<file path="config.mk">
export PLATFORM = sky130hd
export DESIGN_NAME = nhes_queue_flat
export DESIGN_NICKNAME = d
export VERILOG_FILES = /design/src/rtl/core/nhes_pkg.sv /design/src/rtl/core/nhes_if.sv /design/src/rtl/core/nhes_queue.sv /design/src/flat_wrapper.sv
export SDC_FILE = /design/constraint.sdc
export NUM_CORES = 1
export LEC_CHECK = 0
export ABC_AREA = 1
export CELL_PAD_IN_SITES_DETAIL_PLACEMENT = 1
export CELL_PAD_IN_SITES_GLOBAL_PLACEMENT = 1
export CORE_AREA = 2 2 225 227
export DETAILED_ROUTE_END_ITERATION = 8
export DIE_AREA = 0 0 227 229
export DONT_BUFFER_PORTS = 1
export PLACE_DENSITY_LB_ADDON = 0.1
export RECOVER_POWER = 25
export REMOVE_ABC_BUFFERS = 1
export SLEW_MARGIN = 10
export SYNTH_ARGS = -nofsm -noshare
export SYNTH_HDL_FRONTEND = slang
export SYNTH_SLANG_ARGS = --single-unit
export TNS_END_PERCENT = 20
</file>
<file path="constraint.sdc">
create_clock -name clk -period 18.8 [get_ports clk]
set_input_delay 1.88 -clock clk [delete_from_list [all_inputs] [get_ports clk]]
set_output_delay 1.88 -clock clk [all_outputs]
set_load 0.02 [all_outputs]
</file>
<file path="src/rtl/core/nhes_pkg.sv">
// ----------------------------------------------------------------------------
// nhes_pkg: shared types and constants
// Word layouts, register indexes and the divider request/response bundles of
// the neo-Hookean energy and stress block.
// ----------------------------------------------------------------------------
package nhes_pkg;

  localparam int DATA_W      = 32;
  localparam int MOD_W       = 31;
  localparam int LOG_BITS    = 24;
  localparam int NUM_W       = 56;  // c << FRAC_BITS at the largest fraction width
  localparam int QUEUE_DEPTH = 2;
  localparam int CFG_IDX_W   = 2;

  // configuration register indexes
  localparam logic [CFG_IDX_W-1:0] REG_SHEAR = 2'd0;
  localparam logic [CFG_IDX_W-1:0] REG_BULK  = 2'd1;

  localparam logic [MOD_W-1:0] MOD_RESET = 31'd65536;

  // ln 2 in Q.30
  localparam logic signed [DATA_W:0] LN2_Q30 = 33'sd744261118;

  typedef struct packed {
    logic signed [DATA_W-1:0] grad_00;
    logic signed [DATA_W-1:0] grad_01;
    logic signed [DATA_W-1:0] grad_02;
    logic signed [DATA_W-1:0] grad_10;
    logic signed [DATA_W-1:0] grad_11;
    logic signed [DATA_W-1:0] grad_12;
    logic signed [DATA_W-1:0] grad_20;
    logic signed [DATA_W-1:0] grad_21;
    logic signed [DATA_W-1:0] grad_22;
  } grad_word_t;

  typedef struct packed {
    logic signed [DATA_W-1:0] strain_energy;
    logic signed [DATA_W-1:0] stress_col0;
    logic signed [DATA_W-1:0] stress_col1;
    logic signed [DATA_W-1:0] stress_col2;
    logic signed [DATA_W-1:0] dmu_col0;
    logic signed [DATA_W-1:0] dmu_col1;
    logic signed [DATA_W-1:0] dmu_col2;
    logic signed [DATA_W-1:0] dlam_col0;
    logic signed [DATA_W-1:0] dlam_col1;
    logic signed [DATA_W-1:0] dlam_col2;
    logic                     invalid;
    logic                     last_row;
  } res_word_t;

  typedef struct packed {
    logic                    start;
    logic signed [NUM_W-1:0] num;
    logic [MOD_W-1:0]        den;
  } div_req_t;

  typedef struct packed {
    logic                     done;
    logic signed [DATA_W-1:0] quot;
  } div_rsp_t;

endpackage

</file>
<file path="src/rtl/core/nhes_if.sv">
// ----------------------------------------------------------------------------
// nhes_if: valid/ready channels
// Input channel carries one deformation gradient word, output channel one
// result row word.
// ----------------------------------------------------------------------------
interface nhes_in_if;
  logic                   valid;
  logic                   ready;
  nhes_pkg::grad_word_t   data;

  modport source (output valid, output data, input ready);
  modport sink   (input valid, input data, output ready);
endinterface


</file>
<file path="src/rtl/core/nhes_queue.sv">
// ----------------------------------------------------------------------------
// nhes_queue: input front end
// Accepts gradient words and holds them in a short queue so the engine can
// stall independently of the upstream side.
// ----------------------------------------------------------------------------
module nhes_queue (
  input  logic                 clk,
  input  logic                 rst_n,
  nhes_in_if.sink              in_ch,
  output logic                 head_valid,
  output nhes_pkg::grad_word_t head_data,
  input  logic                 head_pop
);

  localparam int DEPTH = nhes_pkg::QUEUE_DEPTH;
  localparam int PTR_W = (DEPTH > 1) ? $clog2(DEPTH) : 1;
  localparam int CNT_W = $clog2(DEPTH + 1);

  nhes_pkg::grad_word_t q_mem [DEPTH];
  logic [PTR_W-1:0]     wr_ptr_r, rd_ptr_r;
  logic [CNT_W-1:0]     count_r;
  logic                 push, pop;

  assign in_ch.ready = (count_r != CNT_W'(DEPTH));
  assign push        = in_ch.valid && in_ch.ready;
  assign pop         = head_pop && (count_r != '0);
  assign head_valid  = (count_r != '0);
  assign head_data   = q_mem[rd_ptr_r];

  // storage
  always_ff @(posedge clk) begin
    if (push) q_mem[wr_ptr_r] <= in_ch.data;
  end

  // pointers and fill count
  always_ff @(posedge clk) begin
    if (!rst_n) begin
      wr_ptr_r <= '0;
      rd_ptr_r <= '0;
      count_r  <= '0;
    end else begin
      if (push) wr_ptr_r <= (wr_ptr_r == PTR_W'(DEPTH - 1)) ? '0 : wr_ptr_r + 1'b1;
      if (pop)  rd_ptr_r <= (rd_ptr_r == PTR_W'(DEPTH - 1)) ? '0 : rd_ptr_r + 1'b1;
      if (push && !pop)      count_r <= count_r + 1'b1;
      else if (pop && !push) count_r <= count_r - 1'b1;
    end
  end

endmodule

</file>
<file path="src/flat_wrapper.sv">
// flat-port wrapper written by rule: the top's interface ports become plain ports
module nhes_queue_flat 
  (clk, rst_n, head_valid, head_data, head_pop, in_ch_valid, in_ch_data, in_ch_ready);
  nhes_in_if in_ch_i ();
  input  logic clk;
  input  logic rst_n;
  output logic head_valid;
  output nhes_pkg::grad_word_t head_data;
  input  logic head_pop;
  input wire logic [$bits(in_ch_i.valid)-1:0] in_ch_valid;
  input wire logic [$bits(in_ch_i.data)-1:0] in_ch_data;
  output wire logic [$bits(in_ch_i.ready)-1:0] in_ch_ready;
  assign in_ch_i.valid = in_ch_valid;
  assign in_ch_i.data = in_ch_data;
  assign in_ch_ready = in_ch_i.ready;
  nhes_queue u_core (.clk(clk), .rst_n(rst_n), .in_ch(in_ch_i), .head_valid(head_valid), .head_data(head_data), .head_pop(head_pop));
endmodule
</file>
==> impl_metrics.toml, run 1 <==
[outcome]
outcome = "finished clean"

[global_route]
grt-ovfl-total = 0
grt_max_degree = 162
grt_util_all_layers = 0.190
grt_pass1_vias = 9465
grt_pass1_wl_um = 69300
antenna_found_initial = 3

[routing]
vias_per_cell = 5.19
routedWlPerCell_um = 29.9
drt_iter0_markers = 434
totalWireLength_um = 50700
drc = 0
num_vias = 8794
drt_first_pass_iters = 4
ant_nets = 0

[synthesis]
yosysTopAreaCell = "edfxtp_1"
ys_seq_area_frac = 0.796
syn_inst = 933
synth.top_cell.area_share = 0.791
syn_area_per_cell_um2 = 23.4
synthesis.area_um2 = 21900
synthDistinctLibCells = 15
synth_seq_cells = 581
ys_warn_count = 0
netlist_top_cells_area = "edfxtp_1 79%, mux2_4 14%, mux2_2 4.5%"

[critical_path]
cp-start-kind = "flip-flop"
crit_fanout = 59
arrival_ps = 3830
reg2reg_depth = 6
critPathKind = "reg2out"
end_kind = "output pin"
cp_data_required_time_ps = 16920
r2r_slack_ps = 14740

[clock_network]
cts_sinks = 581
cts_hold_buf = 0
clock_latency_ps = 600
ctsLongestPathBuffers = 3
cts_root_buf = "clkbuf_16"
cts.repair.resized = 0
cts_setup_buffers = 0
clk_pin_slew_ps = 60
cts_buffers = 60
cts_tree = "built"
htree_levels = 2

[sta]
rsz0062_at_grt = "no"
timing.fmax_mhz = 175
post-route-min-period_ps = 5710
holdWs_ps = 509
setup_viol = 0
period_share = 0.304
clock_skew_ps = 10.9
slew_violations = 0
fin_tns_setup_ps = 0
finalHoldViolCount = 0
tightest_slew_ps = 1160
worst_slack_ps = 13090
relSlewSlack = 0.228

[power_and_ir_drop]
combPwrFrac = 0.226
pwr-share-seq = 0.464
p_leak_nw = 8.27
sw_frac_of_total = 0.292
p_clk_frac = 0.310
internal_power_w = 0.00260
ir_worst_vdd_uv = 93.1
powerDensity_nw_per_um2 = 151
switchingPower_w = 0.00107

[die]
die_width_um = 227
row_count = 82
core_area_um2 = 49700
die-area_um2 = 52000
initial_utilization = 0.440
die_h_um = 229
io_pins = 582

[placed_design]
placed_cell_area_um2 = 22500
io_buffers = 0
gp_congestion = 0.865
place_ws_ps = 13580
post-dp-hpwl_um = 35600

[hold_path]
hold_path_class = "reg2reg"
holdPathStages = 2

[cells_and_area]
finish.utilization = 0.491
final_nets = 1266
drive_gt1_frac = 0.377
synthToLayoutAreaGrowth_pct = 11.7
design_area_um2 = 24400

[flow_run]
drv_cap = 0
==> metal layers <==
metal / up-vias / global-route usage / part of all wire / wire [um]
li1: 3785 / - / - / -
met1: 4512 / 0.182 / 0.31 / 15800
met2: 411 / 0.335 / 0.52 / 26300
met4: 4 / 0.0641 / 0.029 / 1460
met3: 82 / 0.111 / 0.14 / 7150
met5: - / 0 / 0.00061 / 31
==> cell usage after synthesis <==
cell / count
a21oi_1: 1
buf_2: 6
buf_6: 26
dfxtp_1: 5
edfxtp_1: 576
ha_1: 1
inv_1: 8
mux2_2: 87
mux2_4: 201
nand2_1: 9
nand3_1: 1
nand4_1: 1
nor2_1: 8
o21a_1: 1
o21ai_0: 2
==> kinds of logic after synthesis <==
logic type | after synthesis | share of synthesized area
buf+inv | 40 | 0.0161
fa+ha+maj | 1 | 0.000572
flops | 581 | 0.796
mux | 288 | 0.183
compound gates | 4 | 0.00103
simple gates | 19 | 0.00343
==> power by group through the flow <==
stage | registers [W] | logic [W] | clock network, W
floorplan | 0.00185 | 0.000796 | 0
global placement | 0.00173 | 0.000847 | 0
detailed placement | 0.00173 | 0.000848 | 0
CTS | 0.00171 | 0.000849 | 0.00117
global route | 0.00172 | 0.000871 | 0.00121
finish | 0.00171 | 0.000830 | 0.00114
==> stage by stage <==
step	instances	power [W]
3_3_place_gp	1583	0.00258
4_1_cts	1692	0.00373
5_1_grt	1692	0.00381
2_1_floorplan	901	0.00265
6_report	1694	0.00367
3_5_place_dp	1583	0.00258
==> final cells by class <==
cell class / count / area, um^2
Multi-Input combinational cell: 312 / 4120
Clock buffer: 69 / 1560
Fill cell: 4411 / 25300
Inverter: 8 / 30.0
Tap cell: 672 / 841
Timing Repair Buffer: 10 / 100
Sequential cell: 581 / 17400
Antenna cell: 2 / 5.00
Clock inverter: 40 / 349
==> final timing paths <==
path	from	end
worst max-delay path	flip-flop	head_data[280]
worst min-delay path	u_core.rd_ptr_r	u_core.rd_ptr_r
worst max register to register	u_core.count_r[0]	u_core.q_mem[0][61]
worst min register to register	u_core.rd_ptr_r	u_core.rd_ptr_r
==> layout by cell type, fill, tap and decap left out, drive strengths merged, types with 2 or more instances in the layout <==
cell type / instances
diode: 2
dfxtp: 5
inv: 9
o21ai: 2
clkinvlp: 2
buf: 10
clkinv: 31
nor2: 8
mux2: 288
bufinv: 6
edfxtp: 576
nand2: 9
clkbuf: 69
==> sequential cells by signal (all words and copies together), names as in the netlist, named ones only <==
register / cells
u_core.count_r: 2
u_core.q_mem: 576
u_core.rd_ptr_r: 1
u_core.wr_ptr_r: 1
==> worst max-delay path: stages, from the launching register on <==
cell,delay [ps]
dfxtp_4,960
buf_4,780
buf_4,850
mux2_2,480
Power figures use the tool's default switching activity.
==> run 2: changes to the inputs <==
clock period = 6 ns   (was 18.8 ns; I/O delays follow)
==> impl_metrics.toml, run 2 (same netlist as run 1, synthesis figures left out) <==
[die]
die_width_um = 227
row_count = 82
die_h_um = 229
die-area_um2 = 52000
initial_utilization = 0.440
core_area_um2 = 49700
io_pins = 582

[routing]
drc = 0
num_vias = 8613
routedWlPerCell_um = 28.9
ant_nets = 0
vias_per_cell = 5.09
drt_iter0_markers = 492
drt_first_pass_iters = 4
totalWireLength_um = 48900

[cells_and_area]
largest_register = "u_core.q_mem"
drive_gt1_frac = 0.362
synthToLayoutAreaGrowth_pct = 11.2
final_nets = 1262
instances_no_fill = 1693
largestRegisters = "u_core.q_mem: 576 flops, u_core.count_r: 2 flops"
largest_reg_flops = 576
final_cell_mix = "576 x edfxtp_1, 201 x mux2_4, 87 x mux2_2"
finish.utilization = 0.489
final_common_cell = "edfxtp_1"

[sta]
timing.fmax_mhz = 296
post-route-min-period_ps = 3380
fin_tns_setup_ps = 0
rsz0062_at_grt = "no"
relSlewSlack = 0.226
tightest_slew_ps = 1160
setup_viol = 0
finalHoldViolCount = 0
period_share = 0.563
clock_skew_ps = 27.1
worst_slack_ps = 2620
slew_violations = 0

[global_route]
antenna_found_initial = 6
grt_pass1_wl_um = 66700
grt_max_degree = 154
grt-ovfl-total = 0
grt_util_all_layers = 0.182
grt_pass1_vias = 9339

[clock_network]
cts_buffers = 60
htree_levels = 2
cts_tree = "built"
ctsLongestPathBuffers = 3
cts_setup_buffers = 0
cts.repair.resized = 0
cts_root_buf = "clkbuf_16"
clk_pin_slew_ps = 60
cts_sinks = 581
cts_hold_buf = 0
clock_latency_ps = 610

[critical_path]
worstPathCellList = "buf_12 > mux2_2"
cp_data_required_time_ps = 5400
cpLargestDelayFamily = "flip-flops"
cp-start-kind = "flip-flop"
worst-path-buf-inv = 1
arrival_ps = 2780
crit_fanout = 143
worst_path_max_delay_cell = "dfxtp_4"
end_kind = "output pin"
critPathKind = "reg2out"
max_stage_delay_ps = 720

[hold_path]
hold_path_class = "in2reg"

[power_and_ir_drop]
p_leak_nw = 8.19
powerDensity_nw_per_um2 = 466
ir_worst_vdd_uv = 265

[flow_run]
drv_cap = 0

[placed_design]
post-dp-hpwl_um = 33100
dp.cells = 1579
io_buffers = 0
gp_congestion = 0.841
place_ws_ps = 3250

[outcome]
outcome = "finished clean"
## run 2: changes by cell type in the layout (fill, tap and decap cells not counted), sizes merged
cell and delta:
clkbuf +9, clkinv -6, diode +5, buf -4, bufinv -4, clkinvlp -2, inv +1
## run 2: per-layer routing
metal  up-vias  GRT usage  part of all wire
li1       3789          -                 -
met1      4348      0.180              0.32
met2       389      0.313              0.51
met3        83      0.110              0.14
met4         4     0.0654             0.032
met5         -          0           0.00051
## run 2: worst paths after layout
check	from	end	slack, ps	cells past startpoint
setup / recovery	flip-flop	head_data[46]	2620	2
hold / removal	in_ch_data[263]	u_core.q_mem[1][263]	80	0
setup reg to reg	u_core.count_r[0]	u_core.q_mem[0][57]	3540	5
hold reg to reg	u_core.rd_ptr_r	flip-flop	530	2
## run 2: layout make-up
| class | count | area [um^2] |
|---|---|---|
| fillers | 4397 | 25400 |
| flip-flops and latches | 581 | 17400 |
| multi-input cells | 312 | 4120 |
| clock buffers | 78 | 1590 |
| well taps | 672 | 841 |
| clock inverters | 29 | 178 |
| repair buffers | 6 | 120 |
| inverters | 8 | 30.0 |
| diodes | 7 | 17.5 |
## run 2: power breakdown
group	total [W]	leakage (nW)	switching (W)	internal [W]
clock	0.00337	0.860	0.00144	0.00193
combinational	0.00264	1.91	0.00173	0.000910
sequential	0.00530	5.41	0.000160	0.00515
## run 2: metrics by stage
stage	cell area, um^2	total power, W	hold WS [ps]
after global placement	22500	0.00807	491
final	24300	0.0113	80.2
after global routing	24300	0.0117	41.4
after CTS	24300	0.0115	31.7
after floorplan	21500	0.00831	467
after detailed placement	22500	0.00808	516
