## src/rtl/core/nhes_pkg.sv

```systemverilog
// ----------------------------------------------------------------------------
// nhes_pkg: shared types and constants
// Word layouts, register indexes and the divider request/response bundles of
// the neo-Hookean energy and stress block.
// ----------------------------------------------------------------------------
package nhes_pkg;

  localparam int DATA_W      = 32;
  localparam int MOD_W       = 31;
  localparam int LOG_BITS    = 24;
  localparam int NUM_W       = 56;  // c << FRAC_BITS at the largest fraction width
  localparam int QUEUE_DEPTH = 2;
  localparam int CFG_IDX_W   = 2;

  // configuration register indexes
  localparam logic [CFG_IDX_W-1:0] REG_SHEAR = 2'd0;
  localparam logic [CFG_IDX_W-1:0] REG_BULK  = 2'd1;

  localparam logic [MOD_W-1:0] MOD_RESET = 31'd65536;

  // ln 2 in Q.30
  localparam logic signed [DATA_W:0] LN2_Q30 = 33'sd744261118;

  typedef struct packed {
    logic signed [DATA_W-1:0] grad_00;
    logic signed [DATA_W-1:0] grad_01;
    logic signed [DATA_W-1:0] grad_02;
    logic signed [DATA_W-1:0] grad_10;
    logic signed [DATA_W-1:0] grad_11;
    logic signed [DATA_W-1:0] grad_12;
    logic signed [DATA_W-1:0] grad_20;
    logic signed [DATA_W-1:0] grad_21;
    logic signed [DATA_W-1:0] grad_22;
  } grad_word_t;

  typedef struct packed {
    logic signed [DATA_W-1:0] strain_energy;
    logic signed [DATA_W-1:0] stress_col0;
    logic signed [DATA_W-1:0] stress_col1;
    logic signed [DATA_W-1:0] stress_col2;
    logic signed [DATA_W-1:0] dmu_col0;
    logic signed [DATA_W-1:0] dmu_col1;
    logic signed [DATA_W-1:0] dmu_col2;
    logic signed [DATA_W-1:0] dlam_col0;
    logic signed [DATA_W-1:0] dlam_col1;
    logic signed [DATA_W-1:0] dlam_col2;
    logic                     invalid;
    logic                     last_row;
  } res_word_t;

  typedef struct packed {
    logic                    start;
    logic signed [NUM_W-1:0] num;
    logic [MOD_W-1:0]        den;
  } div_req_t;

  typedef struct packed {
    logic                     done;
    logic signed [DATA_W-1:0] quot;
  } div_rsp_t;

endpackage

```

## src/rtl/core/nhes_div.sv

```systemverilog
// ----------------------------------------------------------------------------
// nhes_div: rounded signed divider
// Radix-2 restoring divider, one quotient bit per cycle, rounding to nearest
// with halves away from zero and clamping to the signed 32-bit range.
// ----------------------------------------------------------------------------
module nhes_div (
  input  logic               clk,
  input  logic               rst_n,
  input  nhes_pkg::div_req_t req,
  output nhes_pkg::div_rsp_t rsp
);

  localparam int DW    = nhes_pkg::DATA_W;
  localparam int NW    = nhes_pkg::NUM_W;
  localparam int UW    = NW + 1;
  localparam int MW    = nhes_pkg::MOD_W;
  localparam int CNT_W = $clog2(DW);

  logic              busy_r, done_r, neg_r, sat_r;
  logic [CNT_W-1:0]  cnt_r;
  logic [DW-1:0]     rem_r, ulow_r, quo_r;
  logic [MW-1:0]     den_r;

  logic [NW-1:0]     mag;
  logic [UW-1:0]     u;
  logic [UW-DW-1:0]  hi;
  logic              ovf;
  logic [DW-1:0]     trial;
  logic              fits;

  // operand setup: magnitude plus half divisor, overflow when quotient >= 2^32
  always_comb begin
    mag   = req.num[NW-1] ? NW'(-req.num) : NW'(req.num);
    u     = {1'b0, mag} + UW'(req.den >> 1);
    hi    = u[UW-1:DW];
    ovf   = (MW'(hi) >= req.den);
    trial = {rem_r[DW-2:0], ulow_r[DW-1]};
    fits  = (trial >= DW'(den_r));
  end

  // iteration
  always_ff @(posedge clk) begin
    if (!rst_n) begin
      busy_r <= 1'b0;
      done_r <= 1'b0;
      cnt_r  <= '0;
    end else begin
      done_r <= 1'b0;
      if (req.start && !busy_r) begin
        busy_r <= 1'b1;
        cnt_r  <= '0;
        rem_r  <= DW'(hi);
        ulow_r <= u[DW-1:0];
        quo_r  <= '0;
        den_r  <= req.den;
        neg_r  <= req.num[NW-1];
        sat_r  <= ovf;
      end else if (busy_r) begin
        rem_r  <= fits ? trial - DW'(den_r) : trial;
        quo_r  <= {quo_r[DW-2:0], fits};
        ulow_r <= {ulow_r[DW-2:0], 1'b0};
        cnt_r  <= cnt_r + 1'b1;
        if (cnt_r == CNT_W'(DW - 1)) begin
          busy_r <= 1'b0;
          done_r <= 1'b1;
        end
      end
    end
  end

  // sign and clamp
  always_comb begin
    rsp.done = done_r;
    if (neg_r) begin
      if (sat_r || (quo_r > {1'b1, {(DW-1){1'b0}}})) rsp.quot = {1'b1, {(DW-1){1'b0}}};
      else                                            rsp.quot = -$signed(quo_r);
    end else begin
      if (sat_r || quo_r[DW-1]) rsp.quot = {1'b0, {(DW-1){1'b1}}};
      else                      rsp.quot = $signed(quo_r);
    end
  end

endmodule

```

## config.mk

```make
export PLATFORM = sky130hd
export DESIGN_NAME = nhes_div
export DESIGN_NICKNAME = d
export VERILOG_FILES = /design/src/rtl/core/nhes_pkg.sv /design/src/rtl/core/nhes_div.sv
export SDC_FILE = /design/constraint.sdc
export NUM_CORES = 1
export LEC_CHECK = 0
export BUFFER_PORTS_ARGS = -buffer_cell sky130_fd_sc_hd__buf_2
export CAP_MARGIN = 20
export CORE_MARGIN = 1.5
export CORE_UTILIZATION = 55
export CTS_CLUSTER_SIZE = 25
export DETAILED_ROUTE_END_ITERATION = 8
export PLACE_DENSITY = 0.86
export RECOVER_POWER = 100
export SLEW_MARGIN = 20
export SYNTH_ARGS = -nofsm -noshare
export SYNTH_HDL_FRONTEND = slang
export SYNTH_SLANG_ARGS = --single-unit
```

## constraint.sdc

```tcl
create_clock -name clk -period 7.09 [get_ports clk]
set_input_delay 0.709 -clock clk [delete_from_list [all_inputs] [get_ports clk]]
set_output_delay 0.709 -clock clk [all_outputs]
set_load 0.05 [all_outputs]
```

==> impl_metrics.tcl, run 1 <==
set metrics [dict create \
    ff2ff_setup_slack_ns 1.24 \
    root_buffer "clkbuf_16" \
    post-route-drc-count 0 \
    gr-total-overflow 0 \
    cp_max_fo 9 \
    dp_cells 1800 \
    core_area_um2 22000 \
    cts.sinks 135 \
    ys_warn_count 0 \
    synth-edff-count 128 \
    drt-initial-drc-count 1021 \
    switching_share 0.358 \
    cts_tree "done" \
    finalPower_mw 2.92 \
    intPower_mw 1.88 \
    cts_max_level 4 \
    clk_pin_slew_worst_paths_ns 0.07 \
    skew_ns 0.0125 \
    yosys_most_used_dff "edfxtp_1" \
    min_period_ns 6.73 \
    synth_area_um2 12400 \
    die_width_um 153 \
    setup_viol 0 \
    layout-drive-gt1-share 0.0883 \
    stdcell_count 1832 \
    insertedDiodeCount 0 \
    fin_crit_sh 0.949 \
    synth_common_cells "134 x nand2_1, 128 x edfxtp_1, 107 x o21ai_0, 97 x inv_1, 94 x ha_1" \
    place_congestion 0.972 \
    min_path_type "reg2reg" \
    p_sw_mw 1.04 \
    nets 1725 \
    synthToLayoutAreaGrowth_pct 10.9 \
    postSynthNetCount 1624 \
    pwr-share-comb 0.343 \
    cts_buffer_depth 2 \
    ys_seq_elements 135 \
    grt_start_max_net_pins 101 \
    fp.dieArea_um2 23500 \
    ff2ff_path_depth 4 \
    p_leak_nw 5.29 \
    wire_per_inst_um 18.5 \
    synth.most_common_cell "nand2_1" \
    avgSynthCellArea_um2 8.64 \
    rsz0062_at_grt "false" \
    start_util 0.564 \
    maxCapViolCount 6 \
    violations "max-capacitance violations, max-slew violations" \
    clk_latency_ns 0.43 \
    synthArstFlopShare 0 \
    drv_slew 311 \
    synth_top_cell_by_area "edfxtp_1" \
    post_synth_num_cell_types 78 \
    p_seq_frac 0.346 \
    cts_buffers 17 \
    num_vias 11700 \
    ir_worst_vdd_mv 0.169 \
    rr_startpoint "busy_r$_SDFF_PN0_" \
    first_pass_iters 8 \
    fill_cells 1893 \
    io_buffer_count 122 \
    crit_slowest_cell "or4_1" \
    clkPwrFrac 0.311 \
    cts_resized 0 \
    vias_per_cell 6.37 \
    grt_pass1_wl_um 54200 \
    cts_setup_buffers 0 \
    hold_viol 0 \
    antenna_found_initial 0 \
    max_freq_mhz 149 \
    ctsHoldBuffers 0 \
    grt_usage 0.285 \
    crit_type "in2reg" \
    reg2reg_to "rem_r[23]$_DFFE_PP_" \
    yosys-top-cells-area "edfxtp_1 31%, ha_1 9.5%, xnor2_1 5.8%" \
    slowest_delay_ns 0.54 \
    hpwl_um 25100 \
    ioPinCount 123 \
    yosysSeqAreaShare 0.321 \
    design_area_um2 13800 \
    required_ns 7.26 \
    drt-total-wl_um 33900 \
    grt_pass1_vias 11000 \
    critPathCaptureType "flop" \
    hold_slack_ns 0.519 \
    p_per_area_nw_per_um2 212 \
    crit_arrival_ns 6.90 \
    die_y_um 153 \
    synth_top_area_share 0.309 \
    startpoint "req[34]" \
    ant_nets 0 \
    synthCells 1438 \
    outcome "finished with violations" \
    start_kind "input port" \
    rows 54 \
    slew_headroom -1.83 \
    endpoint "sat_r$_DFFE_PP_" \
    dpl_cell_area_um2 13300 \
    tns_ns 0 \
    worst_pin_slew_ns 4.24 \
]
worst max-delay path, delay by kind of cell:
family | cells | cell delay (ns)
compound gates | 9 | 1.47
xor+xnor | 2 | 0.38
fa+ha+maj | 2 | 0.60
buf+inv | 2 | 0.30
simple gates | 12 | 3.43
cell type report:
| type | instances | area, um2 | share of cell area |
|---|---|---|---|
| clock buffer | 17 | 425 | 0.0309 |
| clock inverter | 15 | 165 | 0.0120 |
| inverter | 97 | 364 | 0.0264 |
| multi-input combinational | 1144 | 7830 | 0.568 |
| sequential | 135 | 3980 | 0.289 |
| tap | 280 | 350 | 0.0254 |
| timing repair buffer | 144 | 672 | 0.0487 |
cell families (layout without fill, tap and decap cells):
group | count (synthesis) | count (layout) | share of synthesized area
AND/OR/NAND/NOR | 506 | 506 | 0.214
XOR/XNOR | 123 | 123 | 0.0867
other | 1 | 1 | 0.000302
AO/OA/AOI/OAI | 409 | 409 | 0.223
multiplexers | 9 | 9 | 0.00775
buffers and inverters | 159 | 273 | 0.0498
flip-flops | 135 | 135 | 0.321
adder cells (fa/ha/maj) | 96 | 96 | 0.0979
power by group through the flow:
| stage | logic [mW] | registers (mW) | clock network (mW) |
|---|---|---|---|
| floorplan | 0.732 | 1.01 | 0 |
| global placement | 0.952 | 1.02 | 0 |
| detailed placement | 0.979 | 1.02 | 0 |
| CTS | 0.992 | 1.01 | 0.915 |
| global route | 1.10 | 1.02 | 0.951 |
| finish | 1.00 | 1.01 | 0.909 |
routing by layer:
layer  global-route usage  part of all wire  vias up
met5                    0                 0        -
met4                0.115             0.033        0
met3               0.0473             0.080       92
met2                0.481              0.47      534
met1                0.365              0.42     5464
li1                     -                 -     5584
flip-flops by register name, summed over array words and instances, names as in the netlist:
register / cells
quo_r: 32
ulow_r: 32
den_r: 31
rem_r: 31
cnt_r: 5
busy_r: 1
done_r: 1
neg_r: 1
sat_r: 1
stage by stage:
stage / setup WS [ns] / util
after global routing: 0.135 / 0.626
after global placement: 0.110 / 0.605
final: 0.359 / 0.626
after CTS: 0.423 / 0.632
after floorplan: 0.354 / -
after detailed placement: 0.00657 / 0.605
worst min-delay path by stage:
stage                             start  depth (start not counted)                  end
global route                     req[0]                          1   den_r[0]$_DFFE_PP_
floorplan           ulow_r[3]$_DFFE_PP_                          2  ulow_r[4]$_DFFE_PP_
finish              ulow_r[6]$_DFFE_PP_                          2  ulow_r[7]$_DFFE_PP_
CTS                              req[0]                          1   den_r[0]$_DFFE_PP_
detailed placement  ulow_r[6]$_DFFE_PP_                          2  ulow_r[7]$_DFFE_PP_
global placement    ulow_r[6]$_DFFE_PP_                          2  ulow_r[7]$_DFFE_PP_
placed cells by master (no fill, tap or decap), types with 24 or more instances in the layout:
master / Yosys / layout
nand2_1: 134 / 134
edfxtp_1: 128 / 128
o21ai_0: 107 / 106
inv_1: 97 / 97
ha_1: 94 / 94
xnor2_1: 83 / 83
nor2_1: 80 / 80
clkbuf_1: 44 / 71
a21oi_1: 66 / 66
buf_2: 6 / 57
nor3_1: 54 / 54
xor2_1: 40 / 40
nand3_1: 35 / 35
o311ai_0: 30 / 31
nor4_1: 29 / 29
a21o_1: 29 / 29
o31ai_1: 29 / 29
o21a_1: 28 / 28
o211ai_1: 24 / 24
Note: power is estimated with default switching activity, not from simulation.
==> run 2, diff against run 1 <==
CORE_UTILIZATION = 40   (was 55)
PLACE_DENSITY = 0.68   (was 0.86)
==> run 2 against run 1 <==
  * The run still ends with max-capacitance violations, max-slew violations left
  * Combinational power hardly changed
  * Fmax is 2.2% higher
  * Critical path depth is 1 higher
  * Critical endpoint unchanged
  * Critical path type unchanged
  * Wire length is 3.1% higher
  * Sequential share of layout area is 0.29 points lower
  * Cell count is 6.6% higher
  * Die area is 37% higher
  * Clock-buffer cell count is 2 higher
  * Largest power group unchanged
  * Worst hold slack worse by 0.0014 ns
  * Sequential cell count stayed put
  * Clock power is 2% lower
  * Highest routed layer unchanged
==> impl_metrics.tcl, run 2 (same netlist as run 1, synthesis figures left out) <==
set metrics [dict create \
    outcome "finished with violations" \
    violations "max-capacitance violations, max-slew violations" \
    post-route-drc-count 0 \
    p_leak_nw 5.29 \
    drt-initial-drc-count 947 \
    cts_resized 0 \
    intPower_mw 1.84 \
    cp_max_fo 9 \
    ctsHoldBuffers 0 \
    maxCapViolCount 7 \
    clk_pin_slew_worst_paths_ns 0.06 \
    setup_viol 0 \
    root_buffer "clkbuf_16" \
    skew_ns 0.0124 \
    p_per_area_nw_per_um2 208 \
    nets 1729 \
    clkPwrFrac 0.307 \
    pwr-share-comb 0.344 \
    fin_crit_sh 0.929 \
    gr-total-overflow 0 \
    min_path_type "in2reg" \
    cts_setup_buffers 0 \
    design_area_um2 13900 \
    place_congestion 0.912 \
    switching_share 0.365 \
    worst_pin_slew_ns 3.39 \
    core_area_um2 30600 \
    grt_usage 0.219 \
    finish.utilization 0.455 \
    vias_per_cell 5.84 \
    p_sw_mw 1.06 \
    min_period_ns 6.59 \
    ir_worst_vdd_mv 0.124 \
    first_pass_iters 6 \
    cts_tree "done" \
    antenna_found_initial 1 \
    required_ns 7.26 \
    top_regs "quo_r: 32 flops, ulow_r: 32 flops" \
    dp_cells 1920 \
    synthToLayoutAreaGrowth_pct 12.1 \
    hpwl_um 26400 \
    drt-total-wl_um 35000 \
    cts_buffer_depth 2 \
    die_width_um 179 \
    fill_cells 3042 \
    final_common_cell "nand2_1" \
    grt_pass1_wl_um 55200 \
    insertedDiodeCount 0 \
    crit_type "in2reg" \
    hold_viol 0 \
    hold_slack_ns 0.518 \
    grt_pass1_vias 10500 \
    start_kind "input port" \
    start_util 0.406 \
    cts_max_level 4 \
    final_cell_mix "134 x nand2_1, 128 x edfxtp_1, 106 x o21ai_0" \
    ant_nets 0 \
    slew_headroom -1.26 \
    max_freq_mhz 152 \
    ioPinCount 123 \
    rsz0062_at_grt "false" \
    die_y_um 179 \
    rows 64 \
    drv_slew 338 \
    clk_latency_ns 0.43 \
    num_vias 11400 \
    dpl_cell_area_um2 13500 \
    cts.sinks 135 \
    io_buffer_count 122 \
    stdcell_count 1952 \
    cts_buffers 17 \
    critPathCaptureType "flop" \
    p_seq_frac 0.349 \
    layout-drive-gt1-share 0.0880 \
    wire_per_inst_um 17.9 \
    grt_start_max_net_pins 78 \
    crit_arrival_ns 6.76 \
    fp.dieArea_um2 32100 \
]
==> run 2: worst paths after layout <==
| kind | start | end | slack (ns) | cells past startpoint |
|---|---|---|---|---|
| setup / recovery | req[34] | sat_r$_DFFE_PP_ | 0.50 | 28 |
| hold / removal | req[0] | den_r[0]$_DFFE_PP_ | 0.52 | 1 |
| setup reg to reg | busy_r$_SDFF_PN0_ | rem_r[20]$_DFFE_PP_ | 1.75 | 5 |
| hold reg to reg | ulow_r[0]$_SDFFCE_PN0P_ | ulow_r[1]$_DFFE_PP_ | 0.52 | 2 |
==> run 2: layer usage <==
metal / routed length, um / track usage / vias to the layer above / part of all wire
met2: 16100 / 0.354 / 390 / 0.46
met5: 0 / 0 / - / 0
met3: 2340 / 0.0418 / 53 / 0.067
met1: 15800 / 0.296 / 5346 / 0.45
met4: 743 / 0.0616 / 0 / 0.021
li1: - / - / 5606 / -
==> run 2: through the flow <==
step	setup TNS, ns	total power, mW	setup slack (ns)
global placement	0	1.99	0.0930
global route	0	3.05	0.0511
finish	0	2.89	0.501
detailed placement	-0.0501	2.01	-0.0501
floorplan	0	1.74	0.354
CTS	0	2.91	0.363
==> run 2: worst max-delay path, cell delays in order <==
cell      delay, ns
buf_2          0.10
or3_1          0.37
or3_1          0.35
nor4_2         0.15
clkbuf_4       0.17
nand2_1        0.06
or4_1          0.47
nor2_1         0.11
nand2_1        0.08
o31ai_1        0.26
xnor2_1        0.15
ha_1           0.31
nand2_1        0.06
or4_1          0.56
nor4_2         0.19
or2_2          0.19
a21oi_1        0.10
buf_4          0.19
or3_1          0.42
or4_1          0.43
and2_1         0.18
ha_1           0.28
a21o_1         0.16
a21oi_1        0.14
o21ai_0        0.10
a211o_1        0.30
nand2_1        0.08
o31ai_1        0.06
==> run 2: final cells by class <==
class,instances,area [um2],share of cell area
Multi-Input combinational cell,1144,7840,0.563
Sequential cell,135,3980,0.286
Timing Repair Buffer,148,677,0.0486
Tap cell,396,495,0.0356
Clock buffer,19,464,0.0333
Inverter,97,364,0.0261
Clock inverter,13,106,0.00764
==> run 2: power by group through the flow <==
stage | registers [mW] | clock network [mW] | logic [mW]
floorplan | 1.01 | 0 | 0.732
global placement | 1.02 | 0 | 0.972
detailed placement | 1.02 | 0 | 0.990
CTS | 1.01 | 0.904 | 0.997
global route | 1.02 | 0.929 | 1.10
finish | 1.01 | 0.889 | 0.994
==> run 3, diff against run 2 <==
--- a/config.mk
+++ b/config.mk
@@ -12,5 +12,6 @@
 export CTS_CLUSTER_SIZE = 25
 export DETAILED_ROUTE_END_ITERATION = 8
-export PLACE_DENSITY = 0.68
+export MAX_ROUTING_LAYER = met4
+export PLACE_DENSITY = 0.66
 export RECOVER_POWER = 100
 export SLEW_MARGIN = 20
==> constraint.sdc (replaced) <==
create_clock -name clk -period 8.24 [get_ports clk]
set_input_delay 1.648 -clock clk [delete_from_list [all_inputs] [get_ports clk]]
set_output_delay 1.648 -clock clk [all_outputs]
set_load 0.05 [all_outputs]
==> run 3 against run 2 <==
  * Sequential share of layout area about the same
  * Critical path depth up 1
  * Register-to-register slack gained 1.1 ns
  * The flow still finishes with violations (max-capacitance violations, max-slew violations)
  * Power shrank 11%
  * Largest power group is now the clock network
  * Clock power down 2%
  * Worst hold slack gained 0.0056 ns
  * Worst setup slack got worse by 0.038 ns
  * First-iteration DRC count shrank 1.1%
==> impl_metrics.tcl, run 3 (same netlist as run 1, synthesis figures left out) <==
set metrics [dict create \
    busiest_layer "met2" \
    clk_latency_ns 0.45 \
    hold_slack_ns 0.524 \
    first_pass_iters 5 \
    min_path_type "reg2reg" \
    dpl_cell_area_um2 13400 \
    p_per_area_nw_per_um2 186 \
    wire_per_inst_um 17.9 \
    vias_per_cell 5.83 \
    die_width_um 179 \
    tns_ns 0 \
    grt_util_met3 0.0382 \
    max_freq_mhz 129 \
    cts_setup_buffers 0 \
    dp_cells 1910 \
    critPathCaptureType "flop" \
    drv_slew 266 \
    ant_nets 0 \
    grt_pass1_vias 10700 \
    hold_viol 0 \
    ir_worst_vdd_mv 0.152 \
    final_common_cell "nand2_1" \
    synthToLayoutAreaGrowth_pct 12.1 \
    maxCapViolCount 5 \
    grt_usage 0.228 \
    stdcell_count 1943 \
    outcome "finished with violations" \
    layout-drive-gt1-share 0.0789 \
    rsz0062_at_grt "false" \
    start_util 0.406 \
    cts_max_level 4 \
    fin_crit_sh 0.944 \
    p_leak_nw 5.27 \
    cts.sinks 135 \
    die_y_um 179 \
    core_area_um2 30600 \
    cts_resized 0 \
    required_ns 8.43 \
    clk_pin_slew_worst_paths_ns 0.07 \
    final_cell_mix "134 x nand2_1, 128 x edfxtp_1, 107 x o21ai_0" \
    crit_arrival_ns 7.97 \
    ctsHoldBuffers 0 \
    cts_tree "done" \
    grt_start_max_net_pins 77 \
    nets 1719 \
    drt-total-wl_um 34800 \
    place_congestion 0.949 \
    grtUsageMet2 0.366 \
    slew_headroom -1.50 \
    cts_buffer_depth 2 \
    cp_max_fo 4 \
    post-route-drc-count 0 \
    num_vias 11300 \
    cts_buffers 17 \
    multi_input_area_um2 7820 \
    setup_viol 0 \
    top_regs "quo_r: 32 flops, ulow_r: 32 flops" \
    grt_pass1_wl_um 55600 \
    skew_ns 0.00946 \
    violations "max-capacitance violations, max-slew violations" \
    design_area_um2 13900 \
    worst_pin_slew_ns 3.75 \
    crit_slowest_cell "or4_1" \
    antenna_found_initial 1 \
    hpwl_um 26600 \
    rr_startpoint "busy_r$_SDFF_PN0_" \
    ioPinCount 123 \
    gr-total-overflow 0 \
    crit_type "in2reg" \
    min_period_ns 7.78 \
    rows 64 \
    drt-initial-drc-count 937 \
    start_kind "input port" \
    root_buffer "clkbuf_16" \
    regArea_um2 3980 \
    fp.dieArea_um2 32100 \
    fill_cells 3125 \
    io_buffer_count 122 \
    met1_usage 0.296 \
    hp-start "ulow_r[6]$_DFFE_PP_" \
    slowest_delay_ns 0.63 \
    startpoint "req[34]" \
]
[run 3: report_power, final]
group	switching [mW]	internal, mW	total, mW
Sequential	0.0341	0.835	0.869
Combinational	0.524	0.322	0.846
Clock	0.350	0.521	0.871
[run 3: final timing paths]
check | endpoint | slack [ns] | cells past startpoint
hold reg to reg | ulow_r[7]$_DFFE_PP_ | 0.52 | 2
hold / removal | ulow_r[7]$_DFFE_PP_ | 0.52 | 2
setup reg to reg | rem_r[23]$_DFFE_PP_ | 2.89 | 4
setup / recovery | sat_r$_DFFE_PP_ | 0.46 | 29
[run 3: cell type report]
cell class | count | share of cell area
Antenna cell | 1 | 0.000180
Clock buffer | 17 | 0.0305
Clock inverter | 15 | 0.0166
Inverter | 97 | 0.0261
Multi-Input combinational cell | 1144 | 0.561
Sequential cell | 135 | 0.286
Tap cell | 396 | 0.0356
Timing Repair Buffer | 138 | 0.0437
[run 3: critical path, delay by kind of cell]
family	cells	cell delay [ns]
compound gates	10	1.60
xor+xnor	2	0.23
buf+inv	1	0.12
simple gates	14	3.87
fa+ha+maj	2	0.50
[run 3: stage by stage]
step / utilization / setup WS, ns / power (mW)
final: 0.455 / 0.463 / 2.59
after global routing: 0.455 / 0.141 / 2.73
after CTS: 0.460 / 0.532 / 2.60
after detailed placement: 0.439 / 0.0792 / 1.73
after global placement: 0.439 / 0.195 / 1.72
after floorplan: - / 0.565 / 1.50
[run 3: per-layer routing]
metal / vias to the layer above / wire length (um)
met2: 342 / 16000
met5: - / 0
met1: 5369 / 16200
li1: 5570 / -
met4: 0 / 652
met3: 47 / 1890
